[src/hw/rtl/depth_pixel_backprojection_defines.svh]
// Assertion macros shared by the depth back-projection RTL.
// Expects clk and rst_n in the scope where a macro is used.
`ifndef DEPTH_PIXEL_BACKPROJECTION_DEFINES_SVH
`define DEPTH_PIXEL_BACKPROJECTION_DEFINES_SVH

// Consequent holds in the same cycle as the antecedent.
`define DPB_ASSERT_SAME(label, ante, cons, msg) \
    label: assert property (@(posedge clk) disable iff (!rst_n) (ante) |-> (cons)) \
        else $error(msg);

// Consequent holds in the cycle after the antecedent.
`define DPB_ASSERT_NEXT(label, ante, cons, msg) \
    label: assert property (@(posedge clk) disable iff (!rst_n) (ante) |=> (cons)) \
        else $error(msg);

`endif

[src/hw/rtl/dpb_pkg.sv]
// Package for the depth back-projection block: widths, reset values,
// register indexes and the controller/datapath command and status types.
// No dependencies.
package dpb_pkg;

    localparam int COORD_BITS_DEF = 12;
    localparam int FRAC_BITS_DEF  = 8;

    localparam int DEPTH_W    = 16;
    localparam int POS_W      = 32;
    localparam int WIDTH_W    = 13;
    localparam int STEP_W     = 5;
    localparam int PHASE_W    = 4;
    localparam int RECIP_W    = 24;
    localparam int CENTER_W   = 20;
    localparam int CFG_ADDR_W = 3;
    localparam int CFG_DATA_W = 24;

    localparam logic [WIDTH_W-1:0]  WIDTH_RST  = 13'd640;
    localparam logic [STEP_W-1:0]   STEP_RST   = 5'd1;
    localparam logic [STEP_W-1:0]   STEP_MAX   = 5'd16;
    localparam logic [DEPTH_W-1:0]  MAXD_RST   = 16'd10000;
    localparam logic [RECIP_W-1:0]  RECIP_RST  = 24'd27962;
    localparam logic [CENTER_W-1:0] CX_RST     = 20'd81920;
    localparam logic [CENTER_W-1:0] CY_RST     = 20'd61440;

    localparam logic [POS_W-1:0] POS_MAX = 32'h7FFF_FFFF;
    localparam logic [POS_W-1:0] POS_MIN = 32'h8000_0000;

    localparam logic [CFG_ADDR_W-1:0] REG_IMAGE_WIDTH   = 3'd0;
    localparam logic [CFG_ADDR_W-1:0] REG_DOWNSAMPLE    = 3'd1;
    localparam logic [CFG_ADDR_W-1:0] REG_MAX_DEPTH     = 3'd2;
    localparam logic [CFG_ADDR_W-1:0] REG_FOCAL_X_RECIP = 3'd3;
    localparam logic [CFG_ADDR_W-1:0] REG_FOCAL_Y_RECIP = 3'd4;
    localparam logic [CFG_ADDR_W-1:0] REG_CENTER_X      = 3'd5;
    localparam logic [CFG_ADDR_W-1:0] REG_CENTER_Y      = 3'd6;

    typedef struct packed {
        logic accept;
        logic mul1_en;
        logic mul2_en;
        logic sum_en;
        logic out_load;
    } dpb_cmd_t;

    typedef struct packed {
        logic keep;
    } dpb_sts_t;

endpackage

[src/hw/rtl/dpb_ctrl.sv]
// Controller for the depth back-projection block: sequences one item
// through the multiply/sum steps and owns the input and output handshakes.
// Depends on dpb_pkg and depth_pixel_backprojection_defines.svh.
`include "depth_pixel_backprojection_defines.svh"

module dpb_ctrl (
    input  logic              clk,
    input  logic              rst_n,
    input  logic              in_valid,
    output logic              in_ready,
    output logic              out_valid,
    input  logic              out_ready,
    input  dpb_pkg::dpb_sts_t sts,
    output dpb_pkg::dpb_cmd_t cmd
);

    typedef enum logic [4:0] {
        ST_IDLE = 5'b00001,
        ST_MUL1 = 5'b00010,
        ST_MUL2 = 5'b00100,
        ST_SUM  = 5'b01000,
        ST_DONE = 5'b10000
    } state_t;

    state_t state_reg;
    state_t state_next;
    logic   out_valid_reg;
    logic   out_valid_next;
    logic   out_free;

    assign in_ready  = (state_reg == ST_IDLE);
    assign out_valid = out_valid_reg;
    assign out_free  = !out_valid_reg || out_ready;

    always_comb
    begin
        state_next   = state_reg;
        cmd          = '0;
        cmd.accept   = in_valid && in_ready;
        unique case (state_reg)
            ST_IDLE:
            begin
                if (in_valid && sts.keep)
                begin
                    state_next = ST_MUL1;
                end
            end
            ST_MUL1:
            begin
                cmd.mul1_en = 1'b1;
                state_next  = ST_MUL2;
            end
            ST_MUL2:
            begin
                cmd.mul2_en = 1'b1;
                state_next  = ST_SUM;
            end
            ST_SUM:
            begin
                cmd.sum_en = 1'b1;
                state_next = ST_DONE;
            end
            ST_DONE:
            begin
                if (out_free)
                begin
                    cmd.out_load = 1'b1;
                    state_next   = ST_IDLE;
                end
            end
            default:
            begin
                state_next = ST_IDLE;
            end
        endcase
    end

    always_comb
    begin
        out_valid_next = out_valid_reg;
        if (cmd.out_load)
        begin
            out_valid_next = 1'b1;
        end
        else if (out_ready)
        begin
            out_valid_next = 1'b0;
        end
    end

    always_ff @(posedge clk or negedge rst_n)
    begin
        if (!rst_n)
        begin
            state_reg     <= ST_IDLE;
            out_valid_reg <= 1'b0;
        end
        else
        begin
            state_reg     <= state_next;
            out_valid_reg <= out_valid_next;
        end
    end

    `DPB_ASSERT_NEXT(a_keep_starts_work, in_valid && in_ready && sts.keep, state_reg == ST_MUL1, "kept item did not start the multiply sequence")
    `DPB_ASSERT_SAME(a_load_only_when_free, cmd.out_load, !out_valid_reg || out_ready, "output register overwritten while full")
    `DPB_ASSERT_SAME(a_no_accept_while_busy, cmd.mul1_en || cmd.mul2_en || cmd.sum_en || cmd.out_load, !in_ready, "item accepted while another is in flight")
    `DPB_ASSERT_NEXT(a_load_sets_valid, cmd.out_load, out_valid_reg, "loaded result not presented")

endmodule

[config.mk]
export PLATFORM = sky130hd
export DESIGN_NAME = dpb_ctrl
export DESIGN_NICKNAME = d
export VERILOG_FILES = /design/src/hw/rtl/dpb_pkg.sv /design/src/hw/rtl/dpb_ctrl.sv
export VERILOG_INCLUDE_DIRS = /design/src /design/src/hw/rtl
export SDC_FILE = /design/constraint.sdc
export NUM_CORES = 1
export LEC_CHECK = 0
export BUFFER_PORTS_ARGS = -buffer_cell sky130_fd_sc_hd__buf_2
export CELL_PAD_IN_SITES_DETAIL_PLACEMENT = 1
export CELL_PAD_IN_SITES_GLOBAL_PLACEMENT = 1
export CORE_AREA = 2 2 39 41
export DETAILED_ROUTE_END_ITERATION = 12
export DIE_AREA = 0 0 41 43
export PLACE_DENSITY = 0.59
export SKIP_LAST_GASP = 1
export SLEW_MARGIN = 40
export SYNTH_ARGS = -nofsm -noshare
export SYNTH_HDL_FRONTEND = slang
export SYNTH_SLANG_ARGS = --single-unit
export TNS_END_PERCENT = 5
[constraint.sdc]
create_clock -name clk -period 1.7 [get_ports clk]
set_clock_uncertainty 0.15 [all_clocks]
set_input_delay 0.17 -clock clk [delete_from_list [all_inputs] [get_ports clk]]
set_output_delay 0.17 -clock clk [all_outputs]
set_load 0.05 [all_outputs]
==> metrics.md <==
| Metric | Value |
|---|---|
| Utilization of the core after routing | between 30% and 40% |
| HPWL Detailed | between 500 and 600 um |
| Number of buffers inserted by port buffering | 11 |
| Number of vias per cell | around 4.5 |
| Clock root buffer master | sky130_fd_sc_hd__clkbuf_4 |
| Placement-stage cell area | approximately 400 um2 |
| Layout overhead on the synthesized area | 60.5% |
| Final critical-path required period | approximately 1.7 ns |
| Startpoint type of the worst setup path | flip-flop |
| #FFs+latches synth | 6 |
| Hold Fails Final Rpt | 0 |
| Summed instance area of the synthesized netlist | 329 um2 |
| Max-capacitance violation count | 0 |
| Site row count | 14 |
| Worst-case hold slack | approximately 0.017 ns |
| Unrepaired setup endpoints after global routing | yes |
| Router iterations before antenna repair | 2 |
| Final setup slack of the worst path | -0.00791 ns |
| Count of mapped cells out of synthesis | 36 |
| Worst Path Max Fanout | 7 |
| Initial core utilization | 23.8% |
| Peak supply drop | 0.632 mV |
| HP Class | in2reg |
| Violations in the final reports | negative setup slack |
| Number of routed nets with antenna violations | 0 |
| Fraction of the yosys area taken by sequential cells | between 40% and 50% |
| Setup tns final | -0.00970 ns |
| Drt initial violations | 2 |
| Achievable Freq | slightly below 600 MHz |
| Filler cell count | roughly 170 |
| Post-CTS clock slew at the launch and capture registers of the worst setup and hold paths | 0.05 ns |
| Power density cells | around 1400 nW/um2 |
| Dominant cells by area after synthesis | sky130_fd_sc_hd__dfrtp_1 38%, sky130_fd_sc_hd__dfstp_2 8.0%, sky130_fd_sc_hd__nand2_1 6.8% |
| Number of distinct library cells after synthesis | 20 |
| WHS Path Cells | 2 |
| Count of H-tree levels built during CTS | 1 |
| N_diodes | 0 |
| Number of placed I/O pins | 12 |
| Type of the worst setup path | reg2out |
| Ranking of synthesized cells by instance count | 6 x sky130_fd_sc_hd__nand2_1, 5 x sky130_fd_sc_hd__dfrtp_1, 3 x sky130_fd_sc_hd__nor2_1 |
| Final net count | about 60 |
| Cts bufs inserted | 3 |
| TritonCTS clock tree | built |
| Latest clock arrival within the worst-skew pair | approximately 0.25 ns |
| Arrival time of the worst setup path | roughly 1.4 ns |
| Setup Viol. Count Final | 2 |
| Total overflow reported by the global router | 0 |
| Global-route wire length before repair | 1.30 mm |
| Wire length after detailed routing | between 800 and 900 um |
| Worst slack, placed | 0.205 ns |
| Initial antenna violation count | 0 |
| Number of flip-flops under the largest register name | 5 |
| Die Outline Area | 1760 um2 |
| Fraction of layout instances using a drive strength above 1 | 56.4% |
| Total number of vias | 317 |
| Fraction of the cycle the final worst path needs | 100% |
| DIE WIDTH | 41 um |
| Vertical die dimension | 43 um |
| Placed Instances | between 60 and 70 |
| Ys Warns | 0 |
| All-Layer GR Usage | between 10% and 20% |
| Top cell type's share of synthesized area | approximately two fifths |
| Kind of capture point of the worst setup path | output pin |
| Buffer levels on the longest clock path | 2 |
| Filler-free cell count of the finished design | 71 |
| Worst Max-Slew Pin Slew | roughly 0.25 ns |
| Post-route total power | 723 uW |
| Drt drc | 0 |
| Ys flop type | sky130_fd_sc_hd__dfrtp_1 |
| Fraction of registers with async set/reset | 100% |
| Number of clock sinks | 6 |
| Endpoint required time on the critical path | 1.38 ns |
| Normalized max-slew margin | a little over four fifths |
| Number of enable flip-flop cells after synthesis | 0 |
| Routability cong. | 0.672 |
| Number of cells traversed by the worst register-to-register path | 6 |
| Largest net degree at the start of global routing | 8 |
| Yosys top cell by area | sky130_fd_sc_hd__dfrtp_1 |
| LEAKAGE | about 0.28 nW |
| Design area | around 530 um2 |
| Result of the run | finished, violations left |
| Net Count, Synth | 41 |
| Via count of the first global-routing pass | ~310 |
| Avg Cell Area, Syn | 9.14 um2 |
| Number of max-slew violations in the final report | 0 |
| Floorplan Core Area | 1380 um2 |
| Cell with the most instances after synthesis | sky130_fd_sc_hd__nand2_1 |
| Wire length per cell after detailed routing | about 13 um |
## power by group
part / switching [mW] / internal [mW] / leakage [nW]
logic: 0.195 / 0.153 / 0.186
registers: 0.0497 / 0.176 / 0.0780
clock network: 0.0598 / 0.0895 / 0.0150
## path summary, 6_finish.rpt
path                                               start                       end  slack [ns]
worst min register to register     out_valid$_DFFE_PN0P_     out_valid$_DFFE_PN0P_        0.40
worst max-delay path            state_reg[0]$_DFFE_PN1P_                    cmd[4]      -0.008
worst min-delay path                                 sts  state_reg[1]$_DFFE_PN0P_        0.02
worst max register to register  state_reg[4]$_DFFE_PN0P_  state_reg[0]$_DFFE_PN1P_        0.25
min in group asynchronous                          rst_n     out_valid$_DFFE_PN0P_        0.13
max in group asynchronous                          rst_n  state_reg[0]$_DFFE_PN1P_        1.04
## layout make-up
class	instances	area [um2]	share of cell area [%]
inverter	2	7.51	1.42
sequential	6	153	28.9
clock buffer	4	26.3	4.98
tap	16	20.0	3.79
timing repair buffer	18	139	26.3
multi-input combinational	25	183	34.6
## placed cells by master, fill, tap and decap left out, drive strengths merged
| cell type | synthesis | final |
|---|---|---|
| nand2 | 6 | 6 |
| a21oi | 1 | 1 |
| o211ai | 1 | 1 |
| clkbuf | 0 | 4 |
| nor3 | 3 | 3 |
| inv | 2 | 2 |
| nor2b | 1 | 1 |
| dlygate4sd3 | 0 | 1 |
| a32o | 1 | 1 |
| and2 | 1 | 1 |
| nor2 | 3 | 3 |
| nand3b | 1 | 1 |
| dfrtp | 5 | 5 |
| xor2 | 1 | 1 |
| nand4 | 1 | 1 |
| o21ai | 1 | 1 |
| and3 | 4 | 4 |
| buf | 3 | 17 |
| dfstp | 1 | 1 |
## layer usage
metal | GRT usage, % | routed length (um) | vias up
met4 | 10.0 | 8 | 0
met1 | 14.9 | 389 | 148
met3 | 6.28 | 39 | 2
li1 | - | - | 158
met2 | 14.4 | 459 | 9
met5 | 0 | 0 | -
## cell families (layout without fill, tap and decap cells)
group	after synthesis	count (layout)	synth area share, %
compound gates	4	4	8.36
flops	6	6	46.0
xor+xnor	1	1	2.66
buf+inv	5	24	10.3
simple gates	20	20	32.7
## worst max-delay path, stage by stage, from the launching register on
cell                      delay, ns
sky130_fd_sc_hd__dfstp_2       0.64
sky130_fd_sc_hd__and3_4        0.23
sky130_fd_sc_hd__and2_4        0.14
sky130_fd_sc_hd__buf_8         0.13
## timing repair
action,in CTS,in global routing
pin swaps,0,6
endpoints found under the setup margin,4,6
hold buffers,1,0
gates resized for setup,2,18
setup buffers,0,4
endpoints found under the hold margin,6,0
No activity file was read; power rests on OpenSTA's default activity.
